--- src/round_robin_slot_scheduler_top_macros.svh ---
// ============================================================================
// Assertion macros for the round-robin slot scheduler
// Shared property templates, clocked on clk and disabled while in reset.
// ============================================================================
`ifndef ROUND_ROBIN_SLOT_SCHEDULER_TOP_MACROS_SVH
`define ROUND_ROBIN_SLOT_SCHEDULER_TOP_MACROS_SVH

// Same-cycle implication.
`define RRS_ASSERT_IMPL(label, ante, cons) \
    label: assert property (@(posedge clk) disable iff (!rst_n) (ante) |-> (cons)) \
        else $error("scheduler assertion failed");

// Next-cycle implication.
`define RRS_ASSERT_NEXT(label, ante, cons) \
    label: assert property (@(posedge clk) disable iff (!rst_n) (ante) |=> (cons)) \
        else $error("scheduler assertion failed");

`endif

--- src/rrs_pkg.sv ---
// ============================================================================
// rrs_pkg
// Types, sizes and codes shared by the round-robin slot scheduler modules.
// ============================================================================
package rrs_pkg;

    // Table geometry.
    localparam int SLOTS     = 64;
    localparam int SLOT_BITS = $clog2(SLOTS);
    localparam int ID_BITS   = 16;

    // Field widths of the request and response.
    localparam int MODE_W  = 2;
    localparam int TID_W   = 16;
    localparam int WGT_W   = 16;
    localparam int STAT_W  = 3;
    localparam int SLOT_W  = 6;
    localparam int COUNT_W = 7;
    localparam int WSUM_W  = 22;

    // Thread ids are kept modulo 2^ID_BITS.
    localparam logic [TID_W-1:0] ID_MASK = TID_W'((64'd1 << ID_BITS) - 64'd1);

    // Request modes.
    localparam logic [MODE_W-1:0] MODE_ENQ  = 2'd0;
    localparam logic [MODE_W-1:0] MODE_DEQ  = 2'd1;
    localparam logic [MODE_W-1:0] MODE_BLK  = 2'd2;
    localparam logic [MODE_W-1:0] MODE_TICK = 2'd3;

    // Response status codes.
    localparam logic [STAT_W-1:0] ST_OK       = 3'd0;
    localparam logic [STAT_W-1:0] ST_FULL     = 3'd1;
    localparam logic [STAT_W-1:0] ST_NOTFOUND = 3'd2;
    localparam logic [STAT_W-1:0] ST_NONE     = 3'd3;
    localparam logic [STAT_W-1:0] ST_DUP      = 3'd4;

    typedef struct packed {
        logic [MODE_W-1:0] mode;
        logic [TID_W-1:0]  thread_id;
        logic [WGT_W-1:0]  weight;
        logic              blocked_flag;
    } req_t;

    typedef struct packed {
        logic [STAT_W-1:0]  status;
        logic [SLOT_W-1:0]  slot_index;
        logic [TID_W-1:0]   chosen_thread;
        logic               has_current_out;
        logic               switched;
        logic [COUNT_W-1:0] thread_count;
        logic [WSUM_W-1:0]  weight_sum;
    } rsp_t;

    // One entry of the slot RAM.
    typedef struct packed {
        logic [TID_W-1:0] id;
        logic [WGT_W-1:0] weight;
    } ram_word_t;

    // Access command from the engine to the slot RAM.
    typedef struct packed {
        logic                 rd_en;
        logic [SLOT_BITS-1:0] rd_addr;
        logic                 wr_en;
        logic [SLOT_BITS-1:0] wr_addr;
        ram_word_t            wr_data;
    } ram_cmd_t;

endpackage

--- src/rrs_slot_ram.sv ---
// ============================================================================
// rrs_slot_ram
// One-port-write, one-port-read synchronous RAM holding the id and weight of
// each slot. Read data is registered and holds while no read is enabled.
// ============================================================================
module rrs_slot_ram
    import rrs_pkg::*;
(
    input  logic      clk,
    input  ram_cmd_t  cmd,
    output ram_word_t rd_data
);

    ram_word_t mem [SLOTS];
    ram_word_t rd_data_reg;

    // Write port.
    always_ff @(posedge clk)
    begin
        if (cmd.wr_en)
        begin
            mem[cmd.wr_addr] <= cmd.wr_data;
        end
    end

    // Registered read port.
    always_ff @(posedge clk)
    begin
        if (cmd.rd_en)
        begin
            rd_data_reg <= mem[cmd.rd_addr];
        end
    end

    assign rd_data = rd_data_reg;

endmodule

--- src/rrs_engine.sv ---
// ============================================================================
// rrs_engine
// Sequencer of the scheduler: scans the slot RAM for an id and a free slot,
// scans the runnable flags round-robin for a tick, then commits the update
// and presents one response.
// ============================================================================
module rrs_engine
    import rrs_pkg::*;
(
    input  logic      clk,
    input  logic      rst_n,
    input  logic      in_valid,
    output logic      in_ready,
    input  req_t      in_req,
    output logic      res_valid,
    input  logic      res_ready,
    output rsp_t      res,
    output ram_cmd_t  ram_cmd,
    input  ram_word_t ram_rd_data
);

    localparam logic [2:0] S_IDLE  = 3'd0;
    localparam logic [2:0] S_FSCAN = 3'd1;
    localparam logic [2:0] S_TSCAN = 3'd2;
    localparam logic [2:0] S_TREAD = 3'd3;
    localparam logic [2:0] S_FIN   = 3'd4;

    localparam logic [SLOT_BITS-1:0] LAST_SLOT = SLOT_BITS'(SLOTS - 1);

    // Sequencer and scan state.
    logic [2:0]           state_reg, state_next;
    req_t                 req_reg, req_next;
    logic [SLOT_BITS-1:0] idx_reg, idx_next;
    logic [SLOT_BITS-1:0] cnt_reg, cnt_next;
    logic                 hit_reg, hit_next;
    logic [SLOT_BITS-1:0] hit_idx_reg, hit_idx_next;
    logic [WGT_W-1:0]     hit_w_reg, hit_w_next;
    logic                 free_reg, free_next;
    logic [SLOT_BITS-1:0] free_idx_reg, free_idx_next;
    logic                 found_reg, found_next;

    // Architectural scheduler state.
    logic [SLOTS-1:0]     used_reg, used_next;
    logic [SLOTS-1:0]     blocked_reg, blocked_next;
    logic [SLOT_BITS-1:0] last_reg, last_next;
    logic                 has_cur_reg, has_cur_next;
    logic [TID_W-1:0]     cur_reg, cur_next;
    logic [COUNT_W-1:0]   count_reg, count_next;
    logic [WSUM_W-1:0]    wsum_reg, wsum_next;

    // Commit values computed while finishing.
    logic [STAT_W-1:0]    fin_status;
    logic [SLOT_BITS-1:0] fin_slot;
    logic                 fin_sw;
    logic                 fin_has_cur;
    logic [TID_W-1:0]     fin_cur;
    logic [COUNT_W-1:0]   fin_count;
    logic [WSUM_W-1:0]    fin_wsum;
    logic [SLOTS-1:0]     fin_used;
    logic [SLOTS-1:0]     fin_blocked;
    logic [SLOT_BITS-1:0] fin_last;
    logic                 fin_wr;

    function automatic logic [SLOT_BITS-1:0] slot_inc(input logic [SLOT_BITS-1:0] x);
        return (x == LAST_SLOT) ? '0 : SLOT_BITS'(x + 1'b1);
    endfunction

    // Outcome of the request, from the scan results and the held RAM data.
    always_comb
    begin
        fin_status  = ST_OK;
        fin_slot    = '0;
        fin_sw      = 1'b0;
        fin_has_cur = has_cur_reg;
        fin_cur     = cur_reg;
        fin_count   = count_reg;
        fin_wsum    = wsum_reg;
        fin_used    = used_reg;
        fin_blocked = blocked_reg;
        fin_last    = last_reg;
        fin_wr      = 1'b0;
        unique case (req_reg.mode)
            MODE_ENQ:
            begin
                if (hit_reg)
                begin
                    fin_status = ST_DUP;
                    fin_slot   = hit_idx_reg;
                end
                else if (!free_reg)
                begin
                    fin_status = ST_FULL;
                end
                else
                begin
                    fin_wr                      = 1'b1;
                    fin_used[free_idx_reg]      = 1'b1;
                    fin_blocked[free_idx_reg]   = 1'b0;
                    fin_count = COUNT_W'(count_reg + 1'b1);
                    fin_wsum  = WSUM_W'(wsum_reg + WSUM_W'(req_reg.weight));
                    fin_slot  = free_idx_reg;
                end
            end
            MODE_DEQ:
            begin
                if (!hit_reg)
                begin
                    fin_status = ST_NOTFOUND;
                end
                else
                begin
                    fin_used[hit_idx_reg] = 1'b0;
                    fin_count = COUNT_W'(count_reg - 1'b1);
                    fin_wsum  = WSUM_W'(wsum_reg - WSUM_W'(hit_w_reg));
                    fin_slot  = hit_idx_reg;
                end
            end
            MODE_BLK:
            begin
                if (!hit_reg)
                begin
                    fin_status = ST_NOTFOUND;
                end
                else
                begin
                    fin_blocked[hit_idx_reg] = req_reg.blocked_flag;
                    fin_slot                 = hit_idx_reg;
                end
            end
            MODE_TICK:
            begin
                if (!found_reg)
                begin
                    fin_status  = ST_NONE;
                    fin_last    = '0;
                    fin_has_cur = 1'b0;
                end
                else if (has_cur_reg && idx_reg == last_reg)
                begin
                    fin_slot = idx_reg;
                end
                else
                begin
                    fin_has_cur = 1'b1;
                    fin_cur     = ram_rd_data.id;
                    fin_last    = idx_reg;
                    fin_sw      = 1'b1;
                    fin_slot    = idx_reg;
                end
            end
        endcase
    end

    // Response fields.
    always_comb
    begin
        res.status          = fin_status;
        res.slot_index      = SLOT_W'(fin_slot);
        res.chosen_thread   = fin_has_cur ? fin_cur : '0;
        res.has_current_out = fin_has_cur;
        res.switched        = fin_sw;
        res.thread_count    = fin_count;
        res.weight_sum      = fin_wsum;
    end

    assign in_ready  = (state_reg == S_IDLE);
    assign res_valid = (state_reg == S_FIN);

    // Sequencer next-state logic.
    always_comb
    begin
        state_next    = state_reg;
        req_next      = req_reg;
        idx_next      = idx_reg;
        cnt_next      = cnt_reg;
        hit_next      = hit_reg;
        hit_idx_next  = hit_idx_reg;
        hit_w_next    = hit_w_reg;
        free_next     = free_reg;
        free_idx_next = free_idx_reg;
        found_next    = found_reg;
        used_next     = used_reg;
        blocked_next  = blocked_reg;
        last_next     = last_reg;
        has_cur_next  = has_cur_reg;
        cur_next      = cur_reg;
        count_next    = count_reg;
        wsum_next     = wsum_reg;
        ram_cmd       = '0;

        unique case (state_reg)
            S_IDLE:
            begin
                if (in_valid)
                begin
                    req_next           = in_req;
                    req_next.thread_id = in_req.thread_id & ID_MASK;
                    hit_next           = 1'b0;
                    free_next          = 1'b0;
                    found_next         = 1'b0;
                    cnt_next           = '0;
                    if (in_req.mode == MODE_TICK)
                    begin
                        idx_next   = slot_inc(last_reg);
                        state_next = S_TSCAN;
                    end
                    else
                    begin
                        idx_next        = '0;
                        ram_cmd.rd_en   = 1'b1;
                        ram_cmd.rd_addr = '0;
                        state_next      = S_FSCAN;
                    end
                end
            end
            S_FSCAN:
            begin
                // RAM data belongs to idx_reg; the next read is issued alongside.
                if (!used_reg[idx_reg] && !free_reg)
                begin
                    free_next     = 1'b1;
                    free_idx_next = idx_reg;
                end
                if (used_reg[idx_reg] && ram_rd_data.id == req_reg.thread_id)
                begin
                    hit_next     = 1'b1;
                    hit_idx_next = idx_reg;
                    hit_w_next   = ram_rd_data.weight;
                    state_next   = S_FIN;
                end
                else if (idx_reg == LAST_SLOT)
                begin
                    state_next = S_FIN;
                end
                else
                begin
                    idx_next        = slot_inc(idx_reg);
                    ram_cmd.rd_en   = 1'b1;
                    ram_cmd.rd_addr = slot_inc(idx_reg);
                end
            end
            S_TSCAN:
            begin
                // One candidate slot per cycle, previous pick checked last.
                if (used_reg[idx_reg] && !blocked_reg[idx_reg])
                begin
                    found_next      = 1'b1;
                    ram_cmd.rd_en   = 1'b1;
                    ram_cmd.rd_addr = idx_reg;
                    state_next      = S_TREAD;
                end
                else if (cnt_reg == LAST_SLOT)
                begin
                    state_next = S_FIN;
                end
                else
                begin
                    idx_next = slot_inc(idx_reg);
                    cnt_next = SLOT_BITS'(cnt_reg + 1'b1);
                end
            end
            S_TREAD:
            begin
                state_next = S_FIN;
            end
            S_FIN:
            begin
                if (res_ready)
                begin
                    used_next       = fin_used;
                    blocked_next    = fin_blocked;
                    last_next       = fin_last;
                    has_cur_next    = fin_has_cur;
                    cur_next        = fin_cur;
                    count_next      = fin_count;
                    wsum_next       = fin_wsum;
                    ram_cmd.wr_en   = fin_wr;
                    ram_cmd.wr_addr = free_idx_reg;
                    ram_cmd.wr_data = '{id: req_reg.thread_id, weight: req_reg.weight};
                    state_next      = S_IDLE;
                end
            end
            default:
            begin
                state_next = S_IDLE;
            end
        endcase
    end

    // Control and scheduler state.
    always_ff @(posedge clk or negedge rst_n)
    begin
        if (!rst_n)
        begin
            state_reg   <= S_IDLE;
            hit_reg     <= 1'b0;
            free_reg    <= 1'b0;
            found_reg   <= 1'b0;
            idx_reg     <= '0;
            cnt_reg     <= '0;
            used_reg    <= '0;
            blocked_reg <= '0;
            last_reg    <= '0;
            has_cur_reg <= 1'b0;
            cur_reg     <= '0;
            count_reg   <= '0;
            wsum_reg    <= '0;
        end
        else
        begin
            state_reg   <= state_next;
            hit_reg     <= hit_next;
            free_reg    <= free_next;
            found_reg   <= found_next;
            idx_reg     <= idx_next;
            cnt_reg     <= cnt_next;
            used_reg    <= used_next;
            blocked_reg <= blocked_next;
            last_reg    <= last_next;
            has_cur_reg <= has_cur_next;
            cur_reg     <= cur_next;
            count_reg   <= count_next;
            wsum_reg    <= wsum_next;
        end
    end

    // Request payload and scan results.
    always_ff @(posedge clk)
    begin
        req_reg      <= req_next;
        hit_idx_reg  <= hit_idx_next;
        hit_w_reg    <= hit_w_next;
        free_idx_reg <= free_idx_next;
    end

endmodule

--- src/round_robin_slot_scheduler_top.sv ---
// ============================================================================
// round_robin_slot_scheduler_top
// Slot table scheduler: enqueue, dequeue, set-blocked and round-robin tick,
// one response per request.
//
//   Channel   Direction  Handshake             Payload
//   in        input      in_valid / in_ready   in_data  (req_t)
//   out       output     out_valid / out_ready out_data (rsp_t)
//
// Enqueue, dequeue and set-blocked scan the slot RAM one entry per cycle,
// stopping at a matching id. A tick scans the runnable flags one slot per cycle
// and then reads the chosen slot's id from the RAM.
// Reset clears all slot flags and counters at once; no clearing pass is run.
// The response sits in an output register, so a new request is taken while it
// waits; a stalled output holds the engine only when a second response is due.
// ============================================================================
`include "round_robin_slot_scheduler_top_macros.svh"

module round_robin_slot_scheduler_top
    import rrs_pkg::*;
(
    input  logic clk,
    input  logic rst_n,
    input  logic in_valid,
    output logic in_ready,
    input  req_t in_data,
    output logic out_valid,
    input  logic out_ready,
    output rsp_t out_data
);

    ram_cmd_t  ram_cmd;
    ram_word_t ram_rd_data;
    logic      res_valid;
    logic      res_ready;
    rsp_t      res;
    logic      out_valid_reg;
    rsp_t      out_data_reg;
    logic      switch_ok;
    logic      idle_ok;

    rrs_slot_ram u_ram (
        .clk     (clk),
        .cmd     (ram_cmd),
        .rd_data (ram_rd_data)
    );

    rrs_engine u_engine (
        .clk         (clk),
        .rst_n       (rst_n),
        .in_valid    (in_valid),
        .in_ready    (in_ready),
        .in_req      (in_data),
        .res_valid   (res_valid),
        .res_ready   (res_ready),
        .res         (res),
        .ram_cmd     (ram_cmd),
        .ram_rd_data (ram_rd_data)
    );

    // Output register: free when empty or being taken this cycle.
    assign res_ready = !out_valid_reg || out_ready;

    always_ff @(posedge clk or negedge rst_n)
    begin
        if (!rst_n)
        begin
            out_valid_reg <= 1'b0;
        end
        else if (res_ready)
        begin
            out_valid_reg <= res_valid;
        end
    end

    always_ff @(posedge clk)
    begin
        if (res_valid && res_ready)
        begin
            out_data_reg <= res;
        end
    end

    assign out_valid = out_valid_reg;
    assign out_data  = out_data_reg;

    // Response properties checked by the assertions below.
    assign switch_ok = out_data.has_current_out && (out_data.status == ST_OK);
    assign idle_ok   = !out_data.has_current_out && (out_data.slot_index == '0)
                       && (out_data.chosen_thread == '0);

    // The engine is busy right after taking a request.
    `RRS_ASSERT_NEXT(a_busy_after_accept, in_valid && in_ready, !in_ready)
    // A switch only comes with a successful pick of a current thread.
    `RRS_ASSERT_IMPL(a_switch_ok, out_valid && out_data.switched, switch_ok)
    // Nothing runnable leaves no current thread and reports slot zero.
    `RRS_ASSERT_IMPL(a_idle_clears, out_valid && out_data.status == ST_NONE, idle_ok)

endmodule
--- config.mk ---
export PLATFORM = sky130hd
export DESIGN_NAME = round_robin_slot_scheduler_top
export DESIGN_NICKNAME = d
export VERILOG_FILES = /design/src/rrs_pkg.sv /design/src/rrs_slot_ram.sv /design/src/rrs_engine.sv /design/src/round_robin_slot_scheduler_top.sv
export VERILOG_INCLUDE_DIRS = /design/src /design/src/src
export SDC_FILE = /design/constraint.sdc
export NUM_CORES = 2
export LEC_CHECK = 0
export CORE_MARGIN = 4
export CORE_UTILIZATION = 60
export CTS_CLUSTER_SIZE = 20
export DETAILED_ROUTE_END_ITERATION = 10
export DONT_BUFFER_PORTS = 1
export PLACE_DENSITY = 0.76
export RECOVER_POWER = 50
export SKIP_LAST_GASP = 1
export SLEW_MARGIN = 40
export SYNTH_ARGS = -nofsm -noshare
export SYNTH_HDL_FRONTEND = slang
export SYNTH_SLANG_ARGS = --single-unit
--- constraint.sdc ---
create_clock -name clk -period 8.6 [get_ports clk]
set_input_delay 0.43 -clock clk [delete_from_list [all_inputs] [get_ports clk]]
set_output_delay 0.43 -clock clk [all_outputs]
set_load 0.05 [all_outputs]
==> flow_summary.ini <==
[logic_synthesis]
synth_top_area_share_pct = 66.3
synth-edff-count = 2199
ys_ff_latch = 2398
yosys.area_share.xor_xnor_pct = 0.510
synth_largest_area_cell = edfxtp_1
synthTopCellsByArea = edfxtp_1 66%, nand2_1 8.7%, dfrtp_1 5.0%, nand3_1 4.4%, a31oi_1 1.8%
yosysWarningCount = 0
avgSynthCellArea_sq_um = 12.4
netlist_instances = 8007
synth_mux_area_share_pct = 1.35
synth_top_family_by_area = simple AND/OR/NAND/NOR gates
syn-num-nets = 8089
async_reset_ff_share_pct = 8.30
yosysSeqAreaShare_pct = 71.3
ys_types = 78
yosys.area_share.simple_pct = 16.4
synth_area_sq_um = 99500
synthAdderAreaFrac_pct = 0.556
synth-main-ff-cell = edfxtp_1
synth_compound_area_share_pct = 6.97

[status]
status = finished, violations left
failed_checks = capacitance limit, slew limit

[worst_hold_path]
hold_class = input pin to flop

[power_and_ir_drop]
pwr_density_cell_nw_per_um2 = 311
p_total_mw = 34.1
leakagePower_nw = 38.9
ir_drop_mv = 0.262

[finish]
largest_reg_flops = 2048
drive_gt1_share_pct = 8.53
layout.cells.non_filler = 10300
post-route-util_pct = 66.5
layout_commonest_cell = nand2_1
layout_common_cells = 2300 x nand2_1, 2199 x edfxtp_1, 872 x nand3_1, 265 x a31oi_1, 230 x clkbuf_16
fin_nets = 8007
fin_area_sq_um = 110000
syn_to_final_growth_pct = 10.3

[placed_design]
port_buffers = 0
dp.cells = 9845
dpl_cell_area_sq_um = 102000
place_hpwl_um = 164000
place_congestion = 0.920

[die]
die_h_um = 415
initial_core_util_pct = 60.3
fp.dieW_um = 415
core_sq_um = 165000
io_pins = 97
dieArea_sq_um = 172000
num_rows = 149

[detailed_routing]
vias_per_cell = 6.72
dr.pass1.iters = 9
dr_total_vias = 69400
dr.first_iter.drc_count = 11300
wl_per_cell_um = 28.8
antenna_left = 0
remaining_drc_errors = 0
finalWirelength_um = 298000

[sta]
rsz0062_at_grt = no
min_period_over_period_pct = 79.9
tightest_slew_ns = 6.06
slew_viol_final = 2382
maxSlewHeadroom_pct = -304
fin_worst_skew_ns = 0.0420
finalSetupViolCount = 0
min_period_ns = 6.87
fmax_ghz = 0.146
final.setup.tns_ns = 0
hold_violations = 0

[clocking]
cts_resized = 0
cts_sinks = 2398
clkTransAtPathRegs_ns = 0.06
cts_made_buffers = 226
h-tree-depth = 4
cts_tree = built
clockRootBuffer = clkbuf_16
clkLatencyLatePin_ns = 0.89
post-cts-setup-buffer-count = 0
holdBufCountCts = 39
cts_buffer_depth = 3

[setup_path]
end_kind = flop
worstPathCellList = clkbuf_1, mux4_2, a22oi_1, nand3_1, a22oi_2, o2bb2ai_2, nand2_4, o21a_4, buf_12, a31oi_1, a32oi_1, a31oi_2, or4_1
arrival_ns = 7.45
start_kind = flop
path_max_fanout = 143
worstSetupPathType = flop to flop
critPathSlowestCell = dfrtp_1
cp.required_ns = 9.18
crit_path_max_incr_delay_ns = 1.18

[global_routing]
antenna_found_initial = 27
grt_usage_pct = 33.8
grt_max_degree = 200
grt_first_pass_wirelength_um = 432000
grt_pass1_vias = 65800
grt-ovfl-total = 0

[run]
drv_cap = 41
## cell families (layout without fill, tap and decap cells)
family	count (synthesis)	in the layout
xor gates and xnor gates	58	58
muxes	108	108
other	0	15
and+or+nand+nor	3753	3753
AOI/OAI and AO/OA	1050	1050
DFF	2398	2398
buffers and inverters	597	712
adders and majority gates	43	43
## metal layers
layer / vias up / part of all wire (%) / global-route usage (%)
met5: - / 0.050 / 0
met4: 16 / 6.7 / 19.5
met3: 1012 / 14 / 8.89
met2: 5447 / 45 / 50.8
met1: 33600 / 35 / 45.0
li1: 29200 / - / -
## Yosys cell counts, types with 7 or more instances
| cell type | n |
|---|---|
| o21ai_0 | 152 |
| a311oi_1 | 40 |
| nor2_1 | 140 |
| xnor2_1 | 38 |
| o211ai_1 | 8 |
| buf_6 | 40 |
| nand4_1 | 14 |
| a31oi_1 | 287 |
| nor3b_1 | 12 |
| a22o_1 | 43 |
| or4_1 | 32 |
| ha_1 | 41 |
| and3_1 | 191 |
| nand3_1 | 872 |
| or3_1 | 9 |
| a32oi_1 | 140 |
| dfrtp_1 | 199 |
| buf_2 | 191 |
| mux4_2 | 17 |
| nand2_1 | 2304 |
| o22ai_1 | 41 |
| buf_4 | 22 |
| inv_1 | 51 |
| clkbuf_1 | 240 |
| o31ai_1 | 11 |
| a21oi_1 | 228 |
| a21o_1 | 12 |
| and3b_1 | 8 |
| mux2_2 | 26 |
| edfxtp_1 | 2199 |
| xor2_1 | 20 |
| a221o_1 | 8 |
| o21a_1 | 7 |
| nand2b_1 | 21 |
| a22oi_1 | 23 |
| nor3_1 | 63 |
| nor2b_1 | 9 |
| buf_1 | 48 |
| or2_2 | 12 |
| and2_1 | 47 |
| mux2i_1 | 64 |
## power by group
| group | switching [mW] | total (mW) | internal [mW] |
|---|---|---|---|
| clock network | 4.38 | 9.84 | 5.46 |
| registers | 0.942 | 14.9 | 14.0 |
| logic | 6.71 | 9.37 | 2.66 |
## worst paths after layout
path / start / endpoint / slack [ns] / cells past startpoint
setup / recovery: u_engine.idx_reg[0] / u_ram.rd_data[8] / 1.73 / 13
hold / removal: in_valid / u_engine.idx_reg[4] / 0.11 / 4
setup reg to reg: u_engine.idx_reg[0] / u_ram.rd_data[8] / 1.73 / 13
hold reg to reg: u_engine.cur_reg[5] / u_engine.cur_reg[5] / 0.51 / 1
max in group asynchronous: rst_n / u_engine.used_reg[9] / 2.79 / 2
min in group asynchronous: rst_n / u_engine.blocked_reg[6] / 2.39 / 2
## critical path: cells and delay by family, from the launching register on
family                 cells  cell delay (ns)
buffers and inverters      2             1.32
DFF                        1             1.18
and+or+nand+nor            3             0.98
AOI/OAI and AO/OA          7             2.16
muxes                      1             0.61
## layout make-up
cell class | count | area, sq um
clock buffers | 284 | 6010
repair buffers | 234 | 2120
flip-flops and latches | 2398 | 71000
well taps | 2189 | 2740
inverters | 53 | 201
fillers | 11200 | 55200
diodes | 15 | 37.5
clock inverters | 141 | 1260
multi-input cells | 5012 | 26400
## stage by stage
| step | hold WS, ns | setup WS [ns] |
|---|---|---|
| finish | 0.113 | 1.73 |
| global route | 0.116 | 1.55 |
| CTS | 0.0437 | 2.31 |
| detailed placement | 0.152 | 2.36 |
| global placement | 0.151 | 2.10 |
| floorplan | 0.134 | 4.12 |
(Power assumes the default switching activity.)
